<file path="src/hw/rtl/lnw_pkg.sv">
`timescale 1ns / 1ps

package lnw_pkg;

  localparam int QUEUE_DEPTH_DEF = 64;
  localparam int CHAR_W          = 8;
  localparam int NIBBLE_W        = 4;
  localparam int COUNT_W         = 32;
  localparam int TPM_W           = 8;
  localparam int MS_PER_TENTH    = 100;
  localparam int TENTHS_PER_SEC  = 10;
  localparam int MS_DIV_W        = 7;
  localparam int TENTH_DIV_W     = 4;

  localparam logic [TPM_W-1:0] TICKS_PER_MS_RST = 8'd10;

  typedef enum logic [1:0] {
    REQ_TICK   = 2'd0,
    REQ_INSERT = 2'd1,
    REQ_POLL   = 2'd2
  } req_code_t;

  typedef enum logic [1:0] {
    EV_NONE   = 2'd0,
    EV_TENTH  = 2'd1,
    EV_SECOND = 2'd2
  } event_code_t;

  typedef enum logic [2:0] {
    PH_IDLE   = 3'd0,
    PH_HIGH   = 3'd1,
    PH_HIGH_W = 3'd2,
    PH_LOW    = 3'd3,
    PH_LOW_W  = 3'd4,
    PH_DONE   = 3'd5
  } seq_phase_t;

  typedef struct packed {
    logic tick;
    logic insert;
    logic poll;
  } item_cmd_t;

  typedef struct packed {
    logic                rs;
    logic                en;
    logic [NIBBLE_W-1:0] nibble;
  } lcd_pins_t;

endpackage

</file>
<file path="src/hw/rtl/lnw_ram.sv">
`timescale 1ns / 1ps

module lnw_ram #(
  parameter int WIDTH = 9,
  parameter int DEPTH = 64
) (
  input  logic                     clk,
  input  logic                     we,
  input  logic [$clog2(DEPTH)-1:0] waddr,
  input  logic [WIDTH-1:0]         wdata,
  input  logic [$clog2(DEPTH)-1:0] raddr,
  output logic [WIDTH-1:0]         rdata
);

  logic [WIDTH-1:0] mem [DEPTH];

  always_ff @(posedge clk) begin
    if (we) begin
      mem[waddr] <= wdata;
    end
    rdata <= mem[raddr];
  end

endmodule

</file>
<file path="src/hw/rtl/lnw_timebase.sv">
`timescale 1ns / 1ps

module lnw_timebase (
  input  logic                              clk,
  input  logic                              rst,
  input  logic [lnw_pkg::TPM_W-1:0]         ticks_per_ms,
  input  lnw_pkg::item_cmd_t                cmd,
  output logic                              seq_step,
  output logic [lnw_pkg::COUNT_W-1:0]       ms_total_next,
  output logic [lnw_pkg::COUNT_W-1:0]       sec_total_next,
  output lnw_pkg::event_code_t              event_code
);

  localparam logic [lnw_pkg::MS_DIV_W-1:0] MS_DIV_LAST =
    lnw_pkg::MS_DIV_W'(lnw_pkg::MS_PER_TENTH - 1);
  localparam logic [lnw_pkg::TENTH_DIV_W-1:0] TENTH_DIV_LAST =
    lnw_pkg::TENTH_DIV_W'(lnw_pkg::TENTHS_PER_SEC - 1);

  logic [lnw_pkg::TPM_W-1:0]       tick_divider, tick_divider_next, tick_inc;
  logic [lnw_pkg::MS_DIV_W-1:0]    ms_divider, ms_divider_next;
  logic [lnw_pkg::TENTH_DIV_W-1:0] tenth_divider, tenth_divider_next;
  logic [lnw_pkg::COUNT_W-1:0]     ms_total, sec_total;
  logic                            tenth_flag, tenth_flag_next;
  logic                            second_flag, second_flag_next;
  logic                            ms_hit;

  assign tick_inc = tick_divider + 1'b1;
  assign ms_hit   = cmd.tick && (tick_inc >= ticks_per_ms);
  assign seq_step = cmd.tick && !ms_hit;

  always_comb begin
    tick_divider_next  = tick_divider;
    ms_divider_next    = ms_divider;
    tenth_divider_next = tenth_divider;
    ms_total_next      = ms_total;
    sec_total_next     = sec_total;
    tenth_flag_next    = tenth_flag;
    second_flag_next   = second_flag;
    event_code         = lnw_pkg::EV_NONE;
    if (cmd.tick) begin
      tick_divider_next = ms_hit ? '0 : tick_inc;
    end
    if (ms_hit) begin
      ms_total_next = ms_total + 1'b1;
      if (ms_divider == MS_DIV_LAST) begin
        ms_divider_next = '0;
        tenth_flag_next = 1'b1;
        if (tenth_divider == TENTH_DIV_LAST) begin
          tenth_divider_next = '0;
          sec_total_next     = sec_total + 1'b1;
          second_flag_next   = 1'b1;
        end else begin
          tenth_divider_next = tenth_divider + 1'b1;
        end
      end else begin
        ms_divider_next = ms_divider + 1'b1;
      end
    end
    // the 100 ms flag is reported ahead of the second flag
    if (cmd.poll) begin
      if (tenth_flag) begin
        tenth_flag_next = 1'b0;
        event_code      = lnw_pkg::EV_TENTH;
      end else if (second_flag) begin
        second_flag_next = 1'b0;
        event_code       = lnw_pkg::EV_SECOND;
      end
    end
  end

  always_ff @(posedge clk) begin
    if (rst) begin
      tick_divider  <= '0;
      ms_divider    <= '0;
      tenth_divider <= '0;
      ms_total      <= '0;
      sec_total     <= '0;
      tenth_flag    <= 1'b0;
      second_flag   <= 1'b0;
    end else begin
      tick_divider  <= tick_divider_next;
      ms_divider    <= ms_divider_next;
      tenth_divider <= tenth_divider_next;
      ms_total      <= ms_total_next;
      sec_total     <= sec_total_next;
      tenth_flag    <= tenth_flag_next;
      second_flag   <= second_flag_next;
    end
  end

endmodule

</file>
<file path="src/hw/rtl/lnw_lcd_seq.sv">
`timescale 1ns / 1ps

module lnw_lcd_seq #(
  parameter int DEPTH = lnw_pkg::QUEUE_DEPTH_DEF
) (
  input  logic                       clk,
  input  logic                       rst,
  input  logic                       step,
  input  logic                       insert,
  input  logic                       rs_flag,
  input  logic [lnw_pkg::CHAR_W-1:0] char_byte,
  output lnw_pkg::lcd_pins_t         pins_next
);

  localparam int IDX_W   = $clog2(DEPTH);
  localparam int ENTRY_W = lnw_pkg::CHAR_W + 1;
  localparam logic [IDX_W-1:0] IDX_LAST = IDX_W'(DEPTH - 1);

  logic [IDX_W-1:0]   write_index, write_index_next, write_inc;
  logic [IDX_W-1:0]   read_index, read_index_next, read_inc;
  lnw_pkg::seq_phase_t phase, phase_next;
  lnw_pkg::lcd_pins_t pins;
  logic [ENTRY_W-1:0] rd_data, head, wr_data;
  logic [ENTRY_W-1:0] byp_data;
  logic               byp_valid;
  logic               head_sel;
  logic [lnw_pkg::CHAR_W-1:0] head_char;

  assign write_inc = (write_index == IDX_LAST) ? '0 : write_index + 1'b1;
  assign read_inc  = (read_index == IDX_LAST) ? '0 : read_index + 1'b1;
  assign wr_data   = {rs_flag, char_byte};

  // head entry: registered ram read, or the entry written in the last cycle
  assign head      = byp_valid ? byp_data : rd_data;
  assign head_sel  = head[ENTRY_W-1];
  assign head_char = head[lnw_pkg::CHAR_W-1:0];

  always_comb begin
    phase_next = phase;
    if (step) begin
      case (phase)
        lnw_pkg::PH_HIGH:   phase_next = lnw_pkg::PH_HIGH_W;
        lnw_pkg::PH_HIGH_W: phase_next = lnw_pkg::PH_LOW;
        lnw_pkg::PH_LOW:    phase_next = lnw_pkg::PH_LOW_W;
        lnw_pkg::PH_LOW_W:  phase_next = lnw_pkg::PH_DONE;
        lnw_pkg::PH_DONE:   phase_next = lnw_pkg::PH_IDLE;
        default: begin
          phase_next = (read_index != write_index) ? lnw_pkg::PH_HIGH : lnw_pkg::PH_IDLE;
        end
      endcase
    end
  end

  always_comb begin
    pins_next        = pins;
    read_index_next  = read_index;
    write_index_next = write_index;
    if (step) begin
      case (phase)
        lnw_pkg::PH_HIGH: begin
          pins_next.en     = 1'b0;
          pins_next.nibble = head_char[lnw_pkg::CHAR_W-1 -: lnw_pkg::NIBBLE_W];
        end
        lnw_pkg::PH_HIGH_W: pins_next.en = 1'b1;
        lnw_pkg::PH_LOW: begin
          pins_next.en     = 1'b0;
          pins_next.nibble = head_char[lnw_pkg::NIBBLE_W-1:0];
        end
        lnw_pkg::PH_LOW_W: pins_next.en = 1'b1;
        lnw_pkg::PH_DONE: begin
          pins_next.en    = 1'b0;
          pins_next.rs    = 1'b0;
          read_index_next = read_inc;
        end
        default: begin
          if (read_index != write_index) begin
            pins_next.rs = head_sel;
            pins_next.en = 1'b0;
          end
        end
      endcase
    end
    // full ring drops the oldest entry, even one that is being sent
    if (insert) begin
      write_index_next = write_inc;
      if (write_inc == read_index) begin
        read_index_next = read_inc;
      end
    end
  end

  lnw_ram #(
    .WIDTH(ENTRY_W),
    .DEPTH(DEPTH)
  ) u_ram (
    .clk  (clk),
    .we   (insert),
    .waddr(write_index),
    .wdata(wr_data),
    .raddr(read_index_next),
    .rdata(rd_data)
  );

  always_ff @(posedge clk) begin
    byp_data <= wr_data;
    if (rst) begin
      write_index <= '0;
      read_index  <= '0;
      phase       <= lnw_pkg::PH_IDLE;
      pins        <= '0;
      byp_valid   <= 1'b0;
    end else begin
      write_index <= write_index_next;
      read_index  <= read_index_next;
      phase       <= phase_next;
      pins        <= pins_next;
      byp_valid   <= insert && (write_index == read_index_next);
    end
  end

endmodule

</file>
<file path="src/hw/rtl/lcd_nibble_writer_with_timebase.sv">
`timescale 1ns / 1ps

// 4-bit character display write queue with a millisecond/second timebase.
// input channel (in_valid/in_ready): req_type selects a tick, an insert of
//   char_byte with rs_flag into the ring, or a poll of the elapsed flags.
// output channel (out_valid/out_ready): one transaction per input
//   transaction with the pin levels, the ms and seconds counts and, on a
//   poll, the elapsed event that was cleared.
// the result is registered and shows in the cycle after acceptance.
// throughput: one transaction per cycle; in_ready stays high while the
//   output register is empty or being taken.
// a stalled receiver holds the result in place and drops in_ready until
//   the result is taken; no item is lost or repeated.
// the ring is a single ram with registered read, always pointed at the
//   next head entry, with a bypass for an entry written the cycle before.
// cfg_we/cfg_wdata load ticks_per_ms (10 after reset); write it while idle.
// reset clears the timebase, the ring pointers, the sequencer and the
//   pins; no clearing pass runs, so items are taken right after reset.
module lcd_nibble_writer_with_timebase #(
  parameter int QUEUE_DEPTH = lnw_pkg::QUEUE_DEPTH_DEF
) (
  input  logic                         clk,
  input  logic                         rst,
  input  logic                         cfg_we,
  input  logic [lnw_pkg::TPM_W-1:0]    cfg_wdata,
  input  logic                         in_valid,
  output logic                         in_ready,
  input  logic [1:0]                   req_type,
  input  logic                         rs_flag,
  input  logic [lnw_pkg::CHAR_W-1:0]   char_byte,
  output logic                         out_valid,
  input  logic                         out_ready,
  output logic                         lcd_rs,
  output logic                         lcd_en,
  output logic [lnw_pkg::NIBBLE_W-1:0] lcd_nibble,
  output logic [lnw_pkg::COUNT_W-1:0]  ms_count,
  output logic [lnw_pkg::COUNT_W-1:0]  seconds_count,
  output logic [1:0]                   elapsed_event
);

  logic [lnw_pkg::TPM_W-1:0]   ticks_per_ms;
  logic                        accept;
  lnw_pkg::item_cmd_t          cmd;
  logic                        seq_step;
  logic [lnw_pkg::COUNT_W-1:0] ms_total_next, sec_total_next;
  lnw_pkg::event_code_t        event_code;
  lnw_pkg::lcd_pins_t          pins_next;

  assign in_ready = !out_valid || out_ready;
  assign accept   = in_valid && in_ready;

  assign cmd.tick   = accept && (req_type == lnw_pkg::REQ_TICK);
  assign cmd.insert = accept && (req_type == lnw_pkg::REQ_INSERT);
  assign cmd.poll   = accept && (req_type == lnw_pkg::REQ_POLL);

  always_ff @(posedge clk) begin
    if (rst) begin
      ticks_per_ms <= lnw_pkg::TICKS_PER_MS_RST;
    end else if (cfg_we) begin
      ticks_per_ms <= cfg_wdata;
    end
  end

  lnw_timebase u_timebase (
    .clk           (clk),
    .rst           (rst),
    .ticks_per_ms  (ticks_per_ms),
    .cmd           (cmd),
    .seq_step      (seq_step),
    .ms_total_next (ms_total_next),
    .sec_total_next(sec_total_next),
    .event_code    (event_code)
  );

  lnw_lcd_seq #(
    .DEPTH(QUEUE_DEPTH)
  ) u_lcd_seq (
    .clk      (clk),
    .rst      (rst),
    .step     (seq_step),
    .insert   (cmd.insert),
    .rs_flag  (rs_flag),
    .char_byte(char_byte),
    .pins_next(pins_next)
  );

  always_ff @(posedge clk) begin
    if (rst) begin
      out_valid     <= 1'b0;
      lcd_rs        <= 1'b0;
      lcd_en        <= 1'b0;
      lcd_nibble    <= '0;
      ms_count      <= '0;
      seconds_count <= '0;
      elapsed_event <= lnw_pkg::EV_NONE;
    end else begin
      if (accept) begin
        out_valid     <= 1'b1;
        lcd_rs        <= pins_next.rs;
        lcd_en        <= pins_next.en;
        lcd_nibble    <= pins_next.nibble;
        ms_count      <= ms_total_next;
        seconds_count <= sec_total_next;
        elapsed_event <= event_code;
      end else if (out_ready) begin
        out_valid <= 1'b0;
      end
    end
  end

`ifndef SYNTHESIS
  a_accept_gives_result: assert property (@(posedge clk) disable iff (rst)
    accept |=> out_valid)
    else $error("accepted transaction produced no result");

  a_event_only_on_poll: assert property (@(posedge clk) disable iff (rst)
    accept && (req_type != lnw_pkg::REQ_POLL) |=> elapsed_event == lnw_pkg::EV_NONE)
    else $error("elapsed event reported for a non-poll transaction");

  a_insert_keeps_pins: assert property (@(posedge clk) disable iff (rst)
    accept && (req_type == lnw_pkg::REQ_INSERT) |=>
      lcd_rs == $past(lcd_rs) && lcd_en == $past(lcd_en) &&
      lcd_nibble == $past(lcd_nibble))
    else $error("insert changed the display pin levels");

  a_insert_keeps_counts: assert property (@(posedge clk) disable iff (rst)
    accept && (req_type == lnw_pkg::REQ_INSERT) |=>
      ms_count == $past(ms_count) && seconds_count == $past(seconds_count))
    else $error("insert changed the elapsed counts");
`endif

endmodule
</file>
<file path="config.mk">
export PLATFORM = sky130hd
export DESIGN_NAME = lcd_nibble_writer_with_timebase
export DESIGN_NICKNAME = d
export VERILOG_FILES = /design/src/hw/rtl/lnw_pkg.sv /design/src/hw/rtl/lnw_ram.sv /design/src/hw/rtl/lnw_timebase.sv /design/src/hw/rtl/lnw_lcd_seq.sv /design/src/hw/rtl/lcd_nibble_writer_with_timebase.sv
export SDC_FILE = /design/constraint.sdc
export NUM_CORES = 1
export LEC_CHECK = 0
export ABC_AREA = 1
export CORE_UTILIZATION = 58
export DETAILED_ROUTE_END_ITERATION = 12
export DONT_BUFFER_PORTS = 1
export PLACE_DENSITY_LB_ADDON = 0.3
export SLEW_MARGIN = 20
export SYNTH_ARGS = -nofsm -noshare
export SYNTH_HDL_FRONTEND = slang
export SYNTH_SLANG_ARGS = --single-unit
</file>
<file path="constraint.sdc">
create_clock -name clk -period 2.88 [get_ports clk]
set_input_delay 0.864 -clock clk [delete_from_list [all_inputs] [get_ports clk]]
set_output_delay 0.864 -clock clk [all_outputs]
set_load 0.01 [all_outputs]
</file>
[After elaboration in Yosys (flattened, before gate mapping)]
Memory sizes are Yosys's and may differ from the RTL's. A register that Yosys moved wholly into a read port is not among the register bits.
Index checks and enable logic that the tools add are counted.
Word-level totals
  output and inout port bits: 74
  memory bits (writable): 576
  memories: 1
  bits in registers: 197
  word-level logic and storage cells: 100
Memories
  u_lcd_seq.u_ram.mem: depth 64, bits a word 9, rd ports 1, clocked after memory_dff 1, write ports 1, RTL line lnw_ram.sv:15  | logic [WIDTH-1:0] mem [DEPTH];
Operators by class
  muxes and demuxes: 38
  add/subtract/negate cells: 7
  $lt $le $gt $ge: 1
  equal/unequal tests: 14
  reduce and logical (&&, ||, !) cells: 16
Operators with widths (number)
  $mux W32: 4
  $add A32 B1 Y32 const B: 2
  $mux W6: 7
  $mux W1: 15
  $pmux W3 S5: 1
  $add A6 B1 Y6 const B: 2
  $eq A6 B6 Y1: 2
  $eq A6 B6 Y1 const B: 2
  $mux W9: 1
  $add A8 B1 Y8 const B: 1
  $ge A8 B8 Y1: 1
  $mux W2: 4
  $mux W8: 1
  $pmux W4 S2: 1
  $add A7 B1 Y7 const B: 1
  $eq A7 B7 Y1 const B: 1
  $logic_and A1 B1 Y1: 7
  $mux W7: 1
  $eq A3 B2 Y1 const B: 2
  $eq A3 B3 Y1 const B: 2
  $ne A6 B6 Y1: 1
  $add A4 B1 Y4 const B: 1
  $eq A4 B4 Y1 const B: 1
  $mux W4: 1
  other kinds (12): 14

[Depth between registers and ports, before layout]
  depth after elaboration: 12
  depth in mapped cells: 26
  mapped depth without buffers: 25

[By module]
From an unflattened synthesis, not the netlist that was laid out.
Unflattened totals
  cell total of the unflattened synthesis: 3736
  area, all modules: 34991.1 µm²
By module, submodules not included
  lnw_ram: times used 1, seq. area each 17476.8 µm², cells an instance 2016, area each 23799.1 µm²
  lnw_timebase: times used 1, seq. area each 1701.6 µm², cells an instance 932, area each 5725.5 µm²
  lcd_nibble_writer_with_timebase: times used 1, seq. area each 1621.6 µm², cells an instance 517, area each 3647.2 µm²
  lnw_lcd_seq: times used 1, seq. area each 620.6 µm², cells an instance 271, area each 1819.2 µm²

[Worst setup path after synthesis]
No wires, ideal clock.
  path type: register to register
  start point: reg u_timebase.tick_divider[0] (netlist name)
  end point: reg seconds_count[22] (netlist name)
  arrival: 2998 ps
  path slack: -227 ps
  path buffers: 0
  library setup time: 109 ps
  cell stages (with the launch flop): 21
  data required time: 2771 ps
  clock period less this slack: 3107 ps
  path through: dfxtp_1 -> nand3_1 -> nand3b_1 -> nand3b_1 -> xor2_1 -> inv_1 -> ha_1 -> nand2_1 -> o21a_1 -> nand2_1 -> nand2_2 -> nor3_4 -> nand2_1 -> nor2_2 -> nand2_2 -> nor2_4 -> nand3_1 -> nor3b_1 -> o21ai_1 -> nand2_1 -> inv_1
Between the ends
  word-level cells in the longest chain between the ends: 4
Ends and longest elaborated chain
  start: declaration: RTL line lnw_timebase.sv:19  | logic [lnw_pkg::TPM_W-1:0] tick_divider, tick_divider_next, tick_inc;
  start signal: assignment: RTL line lnw_timebase.sv:81  | tick_divider <= tick_divider_next;
  $add A8 B1 Y8: RTL line lnw_timebase.sv:27  | assign tick_inc = tick_divider + 1'b1;
  $ge A8 B8 Y1: RTL line lnw_timebase.sv:28  | assign ms_hit = cmd.tick && (tick_inc >= ticks_per_ms);
  $logic_and A1 B1 Y1: RTL line lnw_timebase.sv:28
  $mux W32: RTL line lnw_timebase.sv:43  | if (ms_hit) begin
  end signal: assignment: RTL line lcd_nibble_writer_with_timebase.sv:103  | seconds_count <= sec_total_next;
  end: declaration: RTL line lcd_nibble_writer_with_timebase.sv:37  | output logic [lnw_pkg::COUNT_W-1:0] seconds_count,
Every way passes these cells.
A chain may end at the register's enable or synchronous reset.

[Final worst setup path]
  start point: reg u_timebase.tick_divider[1] (netlist name)
  end point: reg u_lcd_seq.u_ram.rdata[5] (read register of u_lcd_seq.u_ram.mem)
Between the ends
  word-level cells in the longest chain between the ends: 8
Ends and longest elaborated chain
  $add A8 B1 Y8 *: RTL line lnw_timebase.sv:27
  $ge A8 B8 Y1 *: RTL line lnw_timebase.sv:28
  $logic_and A1 B1 Y1 *: RTL line lnw_timebase.sv:28
  $logic_not A1 Y1 *: RTL line lnw_timebase.sv:29  | assign seq_step = cmd.tick && !ms_hit;
  $logic_and A1 B1 Y1 *: RTL line lnw_timebase.sv:29
  $mux W6 *: RTL line lnw_lcd_seq.sv:58  | if (step) begin
  $mux W6: RTL line lnw_lcd_seq.sv:86  | if (write_inc == read_index) begin
  $mux W6 *: RTL line lnw_lcd_seq.sv:84  | if (insert) begin
  end: declaration: RTL line lnw_ram.sv:12  | output logic [WIDTH-1:0] rdata
Mark *: on every way between the ends. The rest lies on a longest branch, timed or not.

==> results.yml <==
status:
  status: "complete, but fails checks"
  violations: "negative setup slack"
die:
  die_area_sq_um: 61600
  die_x_um: 248
  fp-row-count: 89
  core-area_sq_um: 59500
  num_io_pins: 98
  die_height_um: 248
  initial_core_util_pct: 59.1
setup_path:
  r2r_end: "u_lcd_seq.u_ram.rdata[5]$_DFF_P_"
  r2r_start: "u_timebase.tick_divider[1]$_SDFFE_PP0P_"
  reg2reg_setup_slack_ns: -0.76
  cp_max_fo: 8
  cpPeakStageDelay_ns: 0.34
  start_kind: "register"
  cp_slowest_cell: "dfxtp_2"
  crit_end: "u_lcd_seq.u_ram.rdata[5]$_DFF_P_"
  crit_arrival_ns: 4.18
  ff2ff_path_depth: 24
  criticalPathCategory: "register to register"
  crit_chain: "buf_6, ha_4, nand3_2, nand3b_1, xnor2_2, ha_1, nand2_2, o21a_1, nand3_2, inv_4, nand2_4, nand2_4, nand2_8, nand2_8, buf_12, buf_12, clkbuf_16, nand2_1, nand3_1, nand3_1, nand3_2, nand3_2, nand3_2, nand2_2"
  end_kind: "register"
  crit_top_cell: "nand3_2"
  crit_path_start: "u_timebase.tick_divider[1]$_SDFFE_PP0P_"
  worstPathRequired_ns: 3.43
drt:
  ant_nets: 0
  vias: 30200
  drc_errors: 0
  detail_route.first_pass.iterations: 7
  wl_per_cell_um: 24.8
  routed_wl_um: 118000
  viasPerCell: 6.37
  drt_iter0_markers: 4200
global_routing:
  first_global_vias: 26500
  antenna_found_initial: 1
  grt_overflow: 0
  grt_pass1_wl_um: 150000
  track_usage_pct: 32.1
  grt_max_degree: 106
timing:
  fin_setup_tns_ns: -58.46
  setup_violations: 148
  fin_ws_ns: -0.756
  rsz0062_at_grt: "yes"
  timing_hold_violations_final: 0
  fin_crit_ns: 3.64
  fin_skew_ns: 0.0337
  max_clock_freq_mhz: 275
  fin_crit_sh_pct: 126
  tightest_slew_ns: 1.19
  final-max-slew-violation-count: 0
  max_slew_margin_pct: 19.8
clock_network:
  cts.path.max_buffers: 3
  cts.sinks: 782
  cts_hold_buf: 0
  cts_buffers: 80
  cts_root_buf: "clkbuf_16"
  clkTransAtPathRegs_ns: 0.06
  clk_latency_ns: 0.66
  htree_levels: 3
  cts_tree: "yes"
placed_design:
  io_buffers: 0
  dp_slack_ns: -0.639
  post-dp-hpwl_um: 56400
  gp_congestion: 0.940
cells_and_area:
  fillers: 3193
  areaGrowthSynthToFinish_pct: 30.3
  diodes: 0
  layout.nets: 3946
  postLayoutCoreUtil_pct: 77.0
  drive_above_1_share_pct: 26.6
synth:
  synth_warnings: 0
  synth_cells: 3593
  synthArstFlopShare_pct: 0
  synth_edf_count: 576
  synth.distinct_cells: 48
  synth_most_common_cell: "nand2_1"
  ys.flop_type: "edfxtp_1"
  synthesis.area_sq_um: 35100
  syn_nets: 3631
  yosysTopAreaCell: "edfxtp_1"
  synth.yosys.seq_area_share_pct: 61.0
  synth_area_leaders: "edfxtp_1, dfxtp_1, nand3_1"
  ys_top_cells_by_count: "nand2_1, nand3_1, edfxtp_1"
  syn_avg_cell_area_sq_um: 9.78
  ys_ff_latch: 782
  yosysTopAreaCellShare_pct: 49.2
power_and_ir_drop:
  leakage_uw: 0.0189
  power.density_nw_per_um2: 553
  ir_worst_vdd_mv: 0.614
flow_run:
  timing.max_cap.violations: 0
hold_path:
  holdCritPathClass: "primary input to register"
-- cell families after synthesis --
logic type,after synthesis,synth area share (%)
buffers and inverters,663,7.93
xor gates and xnor gates,64,1.67
AOI/OAI and AO/OA,198,3.57
adders and majority gates,14,0.499
muxes,2,0.0570
DFF,782,61.0
and+or+nand+nor,1870,25.3
-- worst max-delay path: cells and delay by family, from the launching register on --
kind | cells | cell delay (ns)
buffers and inverters | 5 | 0.77
and+or+nand+nor | 15 | 1.58
AOI/OAI and AO/OA | 1 | 0.18
adders and majority gates | 2 | 0.45
xor gates and xnor gates | 1 | 0.18
DFF | 1 | 0.34
-- how the worst min path moves through the flow --
stage | cells after the start | from | slack (ns) | to
3_3_place_gp | 2 | ticks_per_ms[2]$_SDFFE_PP0P_ | 0.46 | ticks_per_ms[2]$_SDFFE_PP0P_
4_1_cts | 0 | char_byte[1] | 0.24 | u_lcd_seq.byp_data[1]$_DFF_P_
2_1_floorplan | 2 | ticks_per_ms[7]$_SDFFE_PP0P_ | 0.44 | ticks_per_ms[7]$_SDFFE_PP0P_
5_1_grt | 0 | char_byte[4] | 0.25 | u_lcd_seq.byp_data[4]$_DFF_P_
3_5_place_dp | 2 | ticks_per_ms[2]$_SDFFE_PP0P_ | 0.46 | ticks_per_ms[2]$_SDFFE_PP0P_
6_report | 0 | char_byte[2] | 0.27 | u_lcd_seq.byp_data[2]$_DFF_P_
-- state kept, by name, indices dropped and copies added, names as in the netlist, 2 cells and up --
signal                    count
u_timebase.tenth_divider      4
ticks_per_ms                  8
u_timebase.ms_total          32
u_lcd_seq.u_ram.mem         576
ms_count                     32
lcd_nibble                    4
elapsed_event                 2
u_timebase.sec_total         32
u_timebase.tick_divider       8
u_timebase.ms_divider         7
u_lcd_seq.phase               3
u_lcd_seq.byp_data            9
u_lcd_seq.u_ram.rdata         9
u_lcd_seq.write_index         6
seconds_count                32
u_lcd_seq.pins                6
u_lcd_seq.read_index          6
-- area by class of cell --
| cell class | instances | area [sq um] | share of cell area, % |
|---|---|---|---|
| timing repair buffer | 433 | 5350 | 11.7 |
| clock inverter | 51 | 523 | 1.14 |
| tap | 773 | 967 | 2.11 |
| sequential | 782 | 21400 | 46.8 |
| multi-input combinational | 2148 | 13600 | 29.6 |
| clock buffer | 98 | 2160 | 4.73 |
| inverter | 463 | 1780 | 3.88 |
-- stage by stage --
stage / cells / hold slack (ns) / area (sq um) / total power [uW]
after detailed placement: 4437 / 0.457 / 37900 / 14000
after global routing: 4748 / 0.251 / 45800 / 25800
final: 4748 / 0.274 / 45800 / 25300
after CTS: 4659 / 0.237 / 42500 / 24600
after floorplan: 3593 / 0.435 / 35400 / 13500
after global placement: 4437 / 0.457 / 37900 / 14000
-- layout by cell type (no fill, tap or decap), drive strengths merged, types with 5 or more instances in the layout --
master	instances
dfxtp	206
nand3	611
a21oi	56
bufbuf	5
xnor2	20
nand3b	193
nand2	737
nor3	49
ha	14
clkbuf	125
inv	464
clkinv	37
nor2	227
nand4	25
nor3b	7
buf	401
o211ai	76
nor4	15
xor2	44
bufinv	9
edfxtp	576
o21ai	52
-- layer usage --
layer | track usage (%) | vias up | wire length (um)
met5 | 0 | - | 0
met4 | 13.5 | 0 | 7700
met3 | 6.55 | 634 | 14000
met2 | 52.7 | 2451 | 56200
met1 | 41.5 | 14400 | 39700
li1 | - | 12800 | -
-- power breakdown --
group          internal (uW)  switching [uW]  total [uW]  leakage, uW
Sequential             12200             108       12300      0.00686
Clock                   6180            4630       10800      0.00131
Combinational            925            1290        2210       0.0107
Total                  19300            6030       25300       0.0189
-- timing repair --
| item | CTS | global route |
|---|---|---|
| setup buffers | 74 | 81 |
| resized for setup | 259 | 491 |
| pin swaps | 73 | 181 |
| setup endpoints to repair | 121 | 158 |
| cloned | 11 | 31 |
Power figures use the tool's default switching activity.
